===== src/rtl/pwfd_pkg.sv =====
// Package: widths, reset values, register indexes, sequencer states and divider types.
package pwfd_pkg;

  localparam int CfgIdxW  = 3;
  localparam int CfgDataW = 16;
  localparam int DistW    = 16;
  localparam int TgtW     = 10;
  localparam int SpdW     = 7;
  localparam int GainW    = 16;
  localparam int StopW    = 8;
  localparam int ErrW     = 17;
  localparam int DiffW    = 18;
  localparam int FracW    = 8;
  localparam int DivW     = 25;
  localparam int DivCntW  = $clog2(DivW);
  localparam int MulAW    = 26;
  localparam int MulBW    = 17;
  localparam int ProdW    = MulAW + MulBW;
  localparam int AccW     = 40;
  localparam int WheelW   = SpdW + 1;

  localparam logic [TgtW-1:0]  TargetRst   = 10'd15;
  localparam logic [SpdW-1:0]  BaseRst     = 7'd40;
  localparam logic [GainW-1:0] PropRst     = 16'd1587;
  localparam logic [GainW-1:0] IntegRst    = 16'd128;
  localparam logic [GainW-1:0] DerivRst    = 16'd256;
  localparam logic [SpdW-1:0]  SpeedLimRst = 7'd50;
  localparam logic [GainW-1:0] IntegLimRst = 16'd1;
  localparam logic [StopW-1:0] StopRst     = 8'd2;

  localparam logic [CfgIdxW-1:0] CFG_TARGET    = 3'd0;
  localparam logic [CfgIdxW-1:0] CFG_BASE      = 3'd1;
  localparam logic [CfgIdxW-1:0] CFG_PROP      = 3'd2;
  localparam logic [CfgIdxW-1:0] CFG_INTEG     = 3'd3;
  localparam logic [CfgIdxW-1:0] CFG_DERIV     = 3'd4;
  localparam logic [CfgIdxW-1:0] CFG_SPEED_LIM = 3'd5;
  localparam logic [CfgIdxW-1:0] CFG_INTEG_LIM = 3'd6;
  localparam logic [CfgIdxW-1:0] CFG_STOP      = 3'd7;

  typedef enum logic [3:0] {
    S_IDLE,
    S_M_EDT,
    S_M_PE,
    S_M_IE,
    S_ACC_I,
    S_DIV,
    S_M_D,
    S_ACC_D,
    S_LEFT,
    S_RIGHT,
    S_FIN
  } pwfd_state_t;

  typedef struct packed {
    logic             start;
    logic [DivW-1:0]  dividend;
    logic [DistW-1:0] divisor;
  } pwfd_div_req_t;

  typedef struct packed {
    logic            done;
    logic [DivW-1:0] quotient;
  } pwfd_div_rsp_t;

endpackage


===== src/rtl/pwfd_if.sv =====
// Interfaces: sample request channel and motor command channel.
interface pwfd_in_if import pwfd_pkg::*; ();
  logic             valid;
  logic             ready;
  logic [DistW-1:0] side_distance;
  logic [DistW-1:0] front_distance;
  logic [DistW-1:0] elapsed_ms;

  modport source (output valid, side_distance, front_distance, elapsed_ms, input ready);
  modport sink (input valid, side_distance, front_distance, elapsed_ms, output ready);
endinterface

interface pwfd_out_if import pwfd_pkg::*; ();
  logic            valid;
  logic            ready;
  logic            left_reverse;
  logic [SpdW-1:0] left_pwm;
  logic            right_reverse;
  logic [SpdW-1:0] right_pwm;
  logic            drive_enable;

  modport source (output valid, left_reverse, left_pwm, right_reverse, right_pwm,
                  drive_enable, input ready);
  modport sink (input valid, left_reverse, left_pwm, right_reverse, right_pwm,
                drive_enable, output ready);
endinterface


===== src/rtl/pwfd_div.sv =====
// Restoring divider: one quotient bit per cycle, unsigned operands.
module pwfd_div import pwfd_pkg::*; (
  input  logic          clk,
  input  logic          rst_n,
  input  pwfd_div_req_t req,
  output pwfd_div_rsp_t rsp
);

  logic               busy_r, busy_nxt;
  logic               done_r, done_nxt;
  logic [DivCntW-1:0] cnt_r, cnt_nxt;
  logic [DivW-1:0]    quo_r, quo_nxt;
  logic [DistW-1:0]   rem_r, rem_nxt;
  logic [DistW-1:0]   dvs_r, dvs_nxt;
  logic [DistW:0]     rem_sh;
  logic               ge;

  assign rem_sh = {rem_r, quo_r[DivW-1]};
  assign ge     = rem_sh >= {1'b0, dvs_r};

  always_comb begin
    busy_nxt = busy_r;
    done_nxt = 1'b0;
    cnt_nxt  = cnt_r;
    quo_nxt  = quo_r;
    rem_nxt  = rem_r;
    dvs_nxt  = dvs_r;
    if (req.start) begin
      busy_nxt = 1'b1;
      cnt_nxt  = '0;
      quo_nxt  = req.dividend;
      rem_nxt  = '0;
      dvs_nxt  = req.divisor;
    end else if (busy_r) begin
      quo_nxt = {quo_r[DivW-2:0], ge};
      rem_nxt = ge ? DistW'(rem_sh - {1'b0, dvs_r}) : rem_sh[DistW-1:0];
      cnt_nxt = cnt_r + 1'b1;
      if (cnt_r == DivCntW'(DivW - 1)) begin
        busy_nxt = 1'b0;
        done_nxt = 1'b1;
      end
    end
  end

  always_ff @(posedge clk) begin
    if (!rst_n) begin
      busy_r <= 1'b0;
      done_r <= 1'b0;
    end else begin
      busy_r <= busy_nxt;
      done_r <= done_nxt;
    end
    cnt_r <= cnt_nxt;
    quo_r <= quo_nxt;
    rem_r <= rem_nxt;
    dvs_r <= dvs_nxt;
  end

  assign rsp.done     = done_r;
  assign rsp.quotient = quo_r;

endmodule


===== src/rtl/pid_wall_follow_drive_top.sv =====
// Wall-following PID controller for a two-wheel differential drive.
// One sample request is taken at a time: a small sequencer runs the error, the clamped integral,
// the derivative and the wheel mix through one shared 26x17 multiplier and a restoring
// divider. A driving sample passes from the accepting edge to out_ch.valid through the 25
// divider steps for the derivative, its load and hand-off, four passes through the
// multiplier and the two wheel mix steps; with elapsed_ms of zero the divider is skipped,
// and a stop sample (front_distance at or below the CFG_STOP register) goes straight to the
// final state. in_ch.ready rises with out_ch.valid, so the next request can be accepted from
// then on. The result sits in an output register, so the next request is accepted while it
// waits. Registers are written through cfg_we, cfg_addr and cfg_wdata; the user must write
// them only while the block is idle, and the block itself does not enforce it.
module pid_wall_follow_drive_top import pwfd_pkg::*; (
  input  logic                clk,
  input  logic                rst_n,
  input  logic                cfg_we,
  input  logic [CfgIdxW-1:0]  cfg_addr,
  input  logic [CfgDataW-1:0] cfg_wdata,
  pwfd_in_if.sink             in_ch,
  pwfd_out_if.source          out_ch
);

  logic [TgtW-1:0]  target_r;
  logic [SpdW-1:0]  base_r;
  logic [GainW-1:0] prop_r;
  logic [GainW-1:0] integ_gain_r;
  logic [GainW-1:0] deriv_r;
  logic [SpdW-1:0]  speed_lim_r;
  logic [GainW-1:0] integ_lim_r;
  logic [StopW-1:0] stop_r;

  pwfd_state_t state_r, state_nxt;

  logic signed [ErrW-1:0]  integ_r, integ_nxt;
  logic signed [ErrW-1:0]  prev_err_r, prev_err_nxt;
  logic signed [ErrW-1:0]  err_r, err_nxt;
  logic [DistW-1:0]        dt_r, dt_nxt;
  logic signed [ErrW-1:0]  inew_r, inew_nxt;
  logic signed [ProdW-1:0] prod_r;
  logic signed [AccW-1:0]  acc_r, acc_nxt;
  logic signed [MulAW-1:0] d8_r, d8_nxt;
  logic                    dneg_r, dneg_nxt;
  logic                    halt_r, halt_nxt;

  logic            res_lrev_r, res_lrev_nxt;
  logic [SpdW-1:0] res_lpwm_r, res_lpwm_nxt;
  logic            res_rrev_r, res_rrev_nxt;
  logic [SpdW-1:0] res_rpwm_r, res_rpwm_nxt;
  logic            res_en_r, res_en_nxt;

  logic            out_valid_r, out_valid_nxt;
  logic            out_lrev_r, out_lrev_nxt;
  logic [SpdW-1:0] out_lpwm_r, out_lpwm_nxt;
  logic            out_rrev_r, out_rrev_nxt;
  logic [SpdW-1:0] out_rpwm_r, out_rpwm_nxt;
  logic            out_en_r, out_en_nxt;

  logic signed [MulAW-1:0] mul_a;
  logic signed [MulBW-1:0] mul_b;
  logic signed [ProdW-1:0] prod_nxt;

  logic signed [ProdW-1:0] isum, ilim, iclamp;
  logic signed [DiffW-1:0] diff;
  logic [DiffW-1:0]        diff_abs;
  logic signed [ProdW-1:0] dterm;
  logic signed [ProdW-1:0] base_q, mix_v, mix_t, slim, mix_c;
  logic signed [WheelW-1:0] wheel;
  logic                    wheel_rev;
  logic [SpdW-1:0]         wheel_pwm;

  logic          in_fire;
  logic          stop_hit;
  pwfd_div_req_t div_req;
  pwfd_div_rsp_t div_rsp;

  function automatic logic signed [ProdW-1:0] shr_trunc0(input logic signed [ProdW-1:0] v);
    logic signed [ProdW-1:0] b;
    b = v + (v[ProdW-1] ? ProdW'((1 << FracW) - 1) : ProdW'(0));
    return b >>> FracW;
  endfunction

  pwfd_div u_div (
    .clk   (clk),
    .rst_n (rst_n),
    .req   (div_req),
    .rsp   (div_rsp)
  );

  always_ff @(posedge clk) begin
    if (!rst_n) begin
      target_r     <= TargetRst;
      base_r       <= BaseRst;
      prop_r       <= PropRst;
      integ_gain_r <= IntegRst;
      deriv_r      <= DerivRst;
      speed_lim_r  <= SpeedLimRst;
      integ_lim_r  <= IntegLimRst;
      stop_r       <= StopRst;
    end else if (cfg_we) begin
      case (cfg_addr)
        CFG_TARGET:    target_r     <= cfg_wdata[TgtW-1:0];
        CFG_BASE:      base_r       <= cfg_wdata[SpdW-1:0];
        CFG_PROP:      prop_r       <= cfg_wdata[GainW-1:0];
        CFG_INTEG:     integ_gain_r <= cfg_wdata[GainW-1:0];
        CFG_DERIV:     deriv_r      <= cfg_wdata[GainW-1:0];
        CFG_SPEED_LIM: speed_lim_r  <= cfg_wdata[SpdW-1:0];
        CFG_INTEG_LIM: integ_lim_r  <= cfg_wdata[GainW-1:0];
        CFG_STOP:      stop_r       <= cfg_wdata[StopW-1:0];
        default: ;
      endcase
    end
  end

  assign in_ch.ready = (state_r == S_IDLE);
  assign in_fire     = in_ch.valid && in_ch.ready;
  assign stop_hit    = in_ch.front_distance <= DistW'(stop_r);

  always_comb begin
    mul_a = '0;
    mul_b = '0;
    case (state_r)
      S_M_EDT: begin
        mul_a = MulAW'(err_r);
        mul_b = $signed({1'b0, dt_r});
      end
      S_M_PE: begin
        mul_a = MulAW'(err_r);
        mul_b = $signed({1'b0, prop_r});
      end
      S_M_IE: begin
        mul_a = MulAW'(inew_r);
        mul_b = $signed({1'b0, integ_gain_r});
      end
      S_M_D: begin
        mul_a = d8_r;
        mul_b = $signed({1'b0, deriv_r});
      end
      default: ;
    endcase
  end

  assign prod_nxt = ProdW'(mul_a) * ProdW'(mul_b);

  assign isum   = ProdW'(integ_r) + prod_r;
  assign ilim   = $signed(ProdW'(integ_lim_r));
  assign iclamp = (isum > ilim) ? ilim : ((isum < -ilim) ? -ilim : isum);

  assign diff     = DiffW'(err_r) - DiffW'(prev_err_r);
  assign diff_abs = diff[DiffW-1] ? DiffW'(-diff) : diff;

  assign dterm = shr_trunc0(prod_r);

  assign base_q = $signed(ProdW'({base_r, {FracW{1'b0}}}));
  assign mix_v  = (state_r == S_LEFT) ? base_q - ProdW'(acc_r) : base_q + ProdW'(acc_r);
  assign mix_t  = shr_trunc0(mix_v);
  assign slim   = $signed(ProdW'(speed_lim_r));
  assign mix_c  = (mix_t > slim) ? slim : ((mix_t < -slim) ? -slim : mix_t);
  assign wheel  = mix_c[WheelW-1:0];
  assign wheel_rev = wheel[WheelW-1] || (wheel == '0);
  assign wheel_pwm = wheel[WheelW-1] ? SpdW'(-wheel) : wheel[SpdW-1:0];

  always_comb begin
    state_nxt     = state_r;
    integ_nxt     = integ_r;
    prev_err_nxt  = prev_err_r;
    err_nxt       = err_r;
    dt_nxt        = dt_r;
    inew_nxt      = inew_r;
    acc_nxt       = acc_r;
    d8_nxt        = d8_r;
    dneg_nxt      = dneg_r;
    halt_nxt      = halt_r;
    res_lrev_nxt  = res_lrev_r;
    res_lpwm_nxt  = res_lpwm_r;
    res_rrev_nxt  = res_rrev_r;
    res_rpwm_nxt  = res_rpwm_r;
    res_en_nxt    = res_en_r;
    out_valid_nxt = out_valid_r;
    out_lrev_nxt  = out_lrev_r;
    out_lpwm_nxt  = out_lpwm_r;
    out_rrev_nxt  = out_rrev_r;
    out_rpwm_nxt  = out_rpwm_r;
    out_en_nxt    = out_en_r;
    div_req.start    = 1'b0;
    div_req.dividend = {diff_abs[DivW-FracW-1:0], {FracW{1'b0}}};
    div_req.divisor  = dt_r;

    if (out_valid_r && out_ch.ready) begin
      out_valid_nxt = 1'b0;
    end

    case (state_r)
      S_IDLE: begin
        if (in_fire) begin
          err_nxt  = $signed({{(ErrW-TgtW){1'b0}}, target_r}) -
                     $signed({1'b0, in_ch.side_distance});
          dt_nxt   = in_ch.elapsed_ms;
          halt_nxt = stop_hit;
          if (stop_hit) begin
            res_lrev_nxt = 1'b0;
            res_lpwm_nxt = '0;
            res_rrev_nxt = 1'b0;
            res_rpwm_nxt = '0;
            res_en_nxt   = 1'b0;
            state_nxt    = S_FIN;
          end else begin
            res_en_nxt = 1'b1;
            state_nxt  = S_M_EDT;
          end
        end
      end
      S_M_EDT: state_nxt = S_M_PE;
      S_M_PE: begin
        inew_nxt  = iclamp[ErrW-1:0];
        state_nxt = S_M_IE;
      end
      S_M_IE: begin
        acc_nxt   = AccW'(prod_r);
        state_nxt = S_ACC_I;
      end
      S_ACC_I: begin
        acc_nxt  = acc_r + AccW'(prod_r);
        dneg_nxt = diff[DiffW-1];
        if (dt_r == '0) begin
          d8_nxt    = '0;
          state_nxt = S_M_D;
        end else begin
          div_req.start = 1'b1;
          state_nxt     = S_DIV;
        end
      end
      S_DIV: begin
        if (div_rsp.done) begin
          d8_nxt    = dneg_r ? -$signed({1'b0, div_rsp.quotient})
                             : $signed({1'b0, div_rsp.quotient});
          state_nxt = S_M_D;
        end
      end
      S_M_D: state_nxt = S_ACC_D;
      S_ACC_D: begin
        acc_nxt   = acc_r + AccW'(dterm);
        state_nxt = S_LEFT;
      end
      S_LEFT: begin
        res_lrev_nxt = wheel_rev;
        res_lpwm_nxt = wheel_pwm;
        state_nxt    = S_RIGHT;
      end
      S_RIGHT: begin
        res_rrev_nxt = wheel_rev;
        res_rpwm_nxt = wheel_pwm;
        state_nxt    = S_FIN;
      end
      S_FIN: begin
        if (!out_valid_r || out_ch.ready) begin
          out_valid_nxt = 1'b1;
          out_lrev_nxt  = res_lrev_r;
          out_lpwm_nxt  = res_lpwm_r;
          out_rrev_nxt  = res_rrev_r;
          out_rpwm_nxt  = res_rpwm_r;
          out_en_nxt    = res_en_r;
          if (!halt_r) begin
            integ_nxt    = inew_r;
            prev_err_nxt = err_r;
          end
          state_nxt = S_IDLE;
        end
      end
      default: state_nxt = S_IDLE;
    endcase
  end

  always_ff @(posedge clk) begin
    if (!rst_n) begin
      state_r     <= S_IDLE;
      integ_r     <= '0;
      prev_err_r  <= '0;
      out_valid_r <= 1'b0;
    end else begin
      state_r     <= state_nxt;
      integ_r     <= integ_nxt;
      prev_err_r  <= prev_err_nxt;
      out_valid_r <= out_valid_nxt;
    end
    err_r      <= err_nxt;
    dt_r       <= dt_nxt;
    inew_r     <= inew_nxt;
    prod_r     <= prod_nxt;
    acc_r      <= acc_nxt;
    d8_r       <= d8_nxt;
    dneg_r     <= dneg_nxt;
    halt_r     <= halt_nxt;
    res_lrev_r <= res_lrev_nxt;
    res_lpwm_r <= res_lpwm_nxt;
    res_rrev_r <= res_rrev_nxt;
    res_rpwm_r <= res_rpwm_nxt;
    res_en_r   <= res_en_nxt;
    out_lrev_r <= out_lrev_nxt;
    out_lpwm_r <= out_lpwm_nxt;
    out_rrev_r <= out_rrev_nxt;
    out_rpwm_r <= out_rpwm_nxt;
    out_en_r   <= out_en_nxt;
  end

  assign out_ch.valid         = out_valid_r;
  assign out_ch.left_reverse  = out_lrev_r;
  assign out_ch.left_pwm      = out_lpwm_r;
  assign out_ch.right_reverse = out_rrev_r;
  assign out_ch.right_pwm     = out_rpwm_r;
  assign out_ch.drive_enable  = out_en_r;

endmodule


===== src/flat_wrapper.sv =====
// flat-port wrapper written by rule: the top's interface ports become plain ports
module pid_wall_follow_drive_top_flat import pwfd_pkg::*;
  (clk, rst_n, cfg_we, cfg_addr, cfg_wdata, in_ch_valid, in_ch_side_distance, in_ch_front_distance, in_ch_elapsed_ms, in_ch_ready, out_ch_valid, out_ch_left_reverse, out_ch_left_pwm, out_ch_right_reverse, out_ch_right_pwm, out_ch_drive_enable, out_ch_ready);
  pwfd_in_if in_ch_i ();
  pwfd_out_if out_ch_i ();
  input  logic clk;
  input  logic rst_n;
  input  logic cfg_we;
  input  logic [CfgIdxW-1:0] cfg_addr;
  input  logic [CfgDataW-1:0] cfg_wdata;
  input wire logic [$bits(in_ch_i.valid)-1:0] in_ch_valid;
  input wire logic [$bits(in_ch_i.side_distance)-1:0] in_ch_side_distance;
  input wire logic [$bits(in_ch_i.front_distance)-1:0] in_ch_front_distance;
  input wire logic [$bits(in_ch_i.elapsed_ms)-1:0] in_ch_elapsed_ms;
  output wire logic [$bits(in_ch_i.ready)-1:0] in_ch_ready;
  output wire logic [$bits(out_ch_i.valid)-1:0] out_ch_valid;
  output wire logic [$bits(out_ch_i.left_reverse)-1:0] out_ch_left_reverse;
  output wire logic [$bits(out_ch_i.left_pwm)-1:0] out_ch_left_pwm;
  output wire logic [$bits(out_ch_i.right_reverse)-1:0] out_ch_right_reverse;
  output wire logic [$bits(out_ch_i.right_pwm)-1:0] out_ch_right_pwm;
  output wire logic [$bits(out_ch_i.drive_enable)-1:0] out_ch_drive_enable;
  input wire logic [$bits(out_ch_i.ready)-1:0] out_ch_ready;
  assign in_ch_i.valid = in_ch_valid;
  assign in_ch_i.side_distance = in_ch_side_distance;
  assign in_ch_i.front_distance = in_ch_front_distance;
  assign in_ch_i.elapsed_ms = in_ch_elapsed_ms;
  assign in_ch_ready = in_ch_i.ready;
  assign out_ch_valid = out_ch_i.valid;
  assign out_ch_left_reverse = out_ch_i.left_reverse;
  assign out_ch_left_pwm = out_ch_i.left_pwm;
  assign out_ch_right_reverse = out_ch_i.right_reverse;
  assign out_ch_right_pwm = out_ch_i.right_pwm;
  assign out_ch_drive_enable = out_ch_i.drive_enable;
  assign out_ch_i.ready = out_ch_ready;
  pid_wall_follow_drive_top u_core (.clk(clk), .rst_n(rst_n), .cfg_we(cfg_we), .cfg_addr(cfg_addr), .cfg_wdata(cfg_wdata), .in_ch(in_ch_i), .out_ch(out_ch_i));
endmodule

===== config.mk =====
export PLATFORM = sky130hd
export DESIGN_NAME = pid_wall_follow_drive_top_flat
export DESIGN_NICKNAME = d
export VERILOG_FILES = /design/src/rtl/pwfd_pkg.sv /design/src/rtl/pwfd_if.sv /design/src/rtl/pwfd_div.sv /design/src/rtl/pid_wall_follow_drive_top.sv /design/src/flat_wrapper.sv
export SDC_FILE = /design/constraint.sdc
export NUM_CORES = 2
export LEC_CHECK = 0
export BUFFER_PORTS_ARGS = -buffer_cell sky130_fd_sc_hd__buf_2
export CAP_MARGIN = 20
export CORE_MARGIN = 2
export CORE_UTILIZATION = 55
export DETAILED_ROUTE_END_ITERATION = 8
export PLACE_DENSITY_LB_ADDON = 0.25
export SYNTH_ARGS = -nofsm -noshare
export SYNTH_HDL_FRONTEND = slang
export SYNTH_HIERARCHICAL = 1
export SYNTH_SLANG_ARGS = --single-unit

===== constraint.sdc =====
create_clock -name clk -period 14.4 [get_ports clk]
set_clock_uncertainty 0.2 [all_clocks]
set_input_delay 2.16 -clock clk [delete_from_list [all_inputs] [get_ports clk]]
set_output_delay 2.16 -clock clk [all_outputs]
set_load 0.01 [all_outputs]

==> impl_metrics.ini <==
[timing]
fin_tns_setup_ns = 0
relSlewSlack_pct = 30.5
rsz0062_at_grt = no
fin_crit_sh_pct = 71.0
layout_min_cycle_time_ns = 10.23
max_freq_mhz = 97.8
finalHoldViolCount = 0
slew_violations = 0
setup_slack_ns = 4.17
tightest_slew_ns = 1.04
hold-worst-slack_ns = 0.218
setup_viol = 0

[floorplan]
core.rowCount = 104
chipHeight_um = 288
dieArea_um2 = 83100
start_util_pct = 55.4
die_width_um = 288
coreArea_um2 = 80300
io_pins = 91

[grt]
grt_pass1_wl_um = 198000
grtUsageTotal_pct = 30.1
grt_overflow = 0
grt_max_degree = 93
antenna_found_initial = 4
grt_pass1_vias = 36800

[hold_path]
worstHoldEndpoint = u_core/out_ch.right_pwm[4]$_DFFE_PP_
hold_start = u_core/res_rpwm_r[4]$_SDFFCE_PN0P_
hold_class = reg -> reg
hold_depth = 0

[synth]
ys_seq_area_share_pct = 22.1
yosys-top-cells-area = fa_1 19%, edfxtp_1 13%, ha_1 11%
ys_ff_latch = 394
avgSynthCellArea_um2 = 8.54
ys_async_sr_fraction_pct = 0
synth_top_cell_area_share_pct = 18.5
synth_top_cell_by_area = fa_1
synth_edf_count = 193
synth_warnings = 6
syn_inst = 5208
ys.flop_type = dfxtp_1
synth.cell_area_um2 = 44500
synth.distinct_cells = 107

[final_layout]
final_common_cell = nand2_1
syn2layout_area_growth_pct = 6.17
drive_above_1_share_pct = 6.09
final-seq-area_um2 = 9820
fillCellCount = 7083
multi_input_area_um2 = 31400
fin_nets = 6042
final_cell_mix = 795 x nand2_1, 635 x inv_1, 411 x fa_1
finalCoreUtilization_pct = 58.8

[route]
drt_iter0_markers = 3066
vias = 37200
viasPerCell = 5.92
routed_wl_um = 124000
postRouteAntennaNets = 0
wl_per_cell_um = 19.7
route.detailed.drc = 0
drtPass1Iterations = 6

[place]
dp_hpwl_um = 98400
port_buffers = 90
preCtsSetupSlack_ns = 4.25
gp_congestion = 0.936

[clocking]
cts_buffer_depth = 3
cts_root_buf = clkbuf_16
clock_sinks = 394
clock_latency_ns = 0.59
tritoncts = yes
htree_levels = 2
clkTransAtPathRegs_ns = 0.06
numCtsBuffers = 45
cts_setup_buffers = 0
cts_resized = 0
cts_hold_buf = 0

[critical_path]
slowest_delay_ns = 0.74
reg2regPathDepth = 30
rrSetupSlack_ns = 4.17
critPathMaxFanout = 34
cp_data_arrival_time_ns = 10.54
startpoint_type = register
r2r-end = u_core/prod_r[41]$_DFF_P_
cp_slowest_cell = nand2_1
end_kind = register
cpMostUsedCell = fa_1
path_class = reg -> reg
regToRegStartpoint = u_core/state_r[0]$_SDFFE_PN0P_
cp.required_ns = 14.72

[power_and_ir_drop]
p_leak_nw = 20.2
power_density_nw_per_um2 = 144
total_power_mw = 6.79
ir_drop_uv = 214

[run_status]
status = completed

[job]
drv_cap = 0
## power breakdown
part | leakage [nW] | switching [mW] | internal (mW)
Sequential | 3.37 | 0.255 | 1.35
Combinational | 16.2 | 2.47 | 1.56
Clock | 0.720 | 0.494 | 0.660
## sequential cells by signal, indices dropped and copies added, names as in the netlist, 5 cells and up
name and count:
u_core/out_ch.right_pwm 7, u_core/prod_r 43, u_core/inew_r 17, u_core/speed_lim_r 7
u_core/integ_lim_r 16, u_core/dt_r 16, u_core/integ_gain_r 16, u_core/out_ch.left_pwm 7
u_core/prop_r 16, u_core/stop_r 8, u_core/integ_r 17, u_core/d8_r 26
u_core/u_div/quo_r 25, u_core/prev_err_r 17, u_core/res_lpwm_r 7, u_core/u_div/cnt_r 5
u_core/u_div/rem_r 16, u_core/deriv_r 16, u_core/target_r 10, u_core/base_r 7
u_core/err_r 17, u_core/acc_r 40, u_core/u_div/dvs_r 16, u_core/res_rpwm_r 7
## cells in the mapped netlist, types with 52 or more instances
master and number:
a21boi_0 122, a21o_1 80, a21oi_1 205, and2_1 52, clkbuf_1 162, dfxtp_1 201, edfxtp_1 193, fa_1 411
ha_1 376, inv_1 635, nand2_1 795, nand3_1 109, nand4_1 60, nor2_1 380, nor2b_1 54, nor3_1 92
o21ai_0 207, xnor2_1 157, xor2_1 116
## layout make-up
class                      count  area share [%]
clock buffer                  58            2.60
clock inverter                26           0.509
sequential                   394            20.8
tap                         1060            2.81
timing repair buffer         129            1.58
antenna                        2          0.0106
multi-input combinational   3977            66.6
inverter                     636            5.06
## per-layer routing
metal | share of wire [%] | wire length (um) | track usage [%] | vias to the layer above
li1 | - | - | - | 17600
met1 | 42 | 51600 | 39.5 | 18000
met2 | 47 | 58500 | 50.3 | 1353
met3 | 7.0 | 8650 | 4.30 | 247
met4 | 4.0 | 4990 | 11.6 | 0
met5 | 0 | 0 | 0 | -
## cells by family after synthesis
group / count (synthesis) / synth area share, %
AND/OR/NAND/NOR: 1813 / 19.0
AO/OA/AOI/OAI: 1038 / 15.6
buffers and inverters: 844 / 7.43
adder cells (fa/ha/maj): 787 / 29.1
flip-flops: 394 / 22.1
XOR/XNOR: 274 / 5.42
multiplexers: 57 / 1.39
other: 1 / 0.00844
## critical path: cells and delay by family (launching register included)
kind	cells	cell delay (ns)
buf+inv	6	0.66
xor+xnor	1	0.14
fa+ha+maj	7	3.35
compound gates	10	2.82
simple gates	6	2.20
flops	1	0.72
## how the worst max path moves through the flow
stage                                              start                   endpoint  slack (ns)  cells after the start
after detailed placement  u_core/state_r[0]$_SDFFE_PN0P_  u_core/prod_r[41]$_DFF_P_        4.25                     30
after global routing      u_core/state_r[0]$_SDFFE_PN0P_  u_core/prod_r[41]$_DFF_P_        3.51                     30
final                     u_core/state_r[0]$_SDFFE_PN0P_  u_core/prod_r[41]$_DFF_P_        4.17                     30
after floorplan           u_core/state_r[1]$_SDFFE_PN0P_  u_core/prod_r[42]$_DFF_P_        5.00                     31
after CTS                 u_core/state_r[0]$_SDFFE_PN0P_  u_core/prod_r[41]$_DFF_P_        4.22                     30
after global placement    u_core/state_r[0]$_SDFFE_PN0P_  u_core/prod_r[41]$_DFF_P_        4.49                     30
## stage by stage
stage / std cells / area [um2]
floorplan: 5215 / 44500
global placement: 6194 / 45700
global route: 6281 / 47200
detailed placement: 6194 / 45700
CTS: 6278 / 47200
finish: 6282 / 47200
Power figures use the tool's default switching activity.
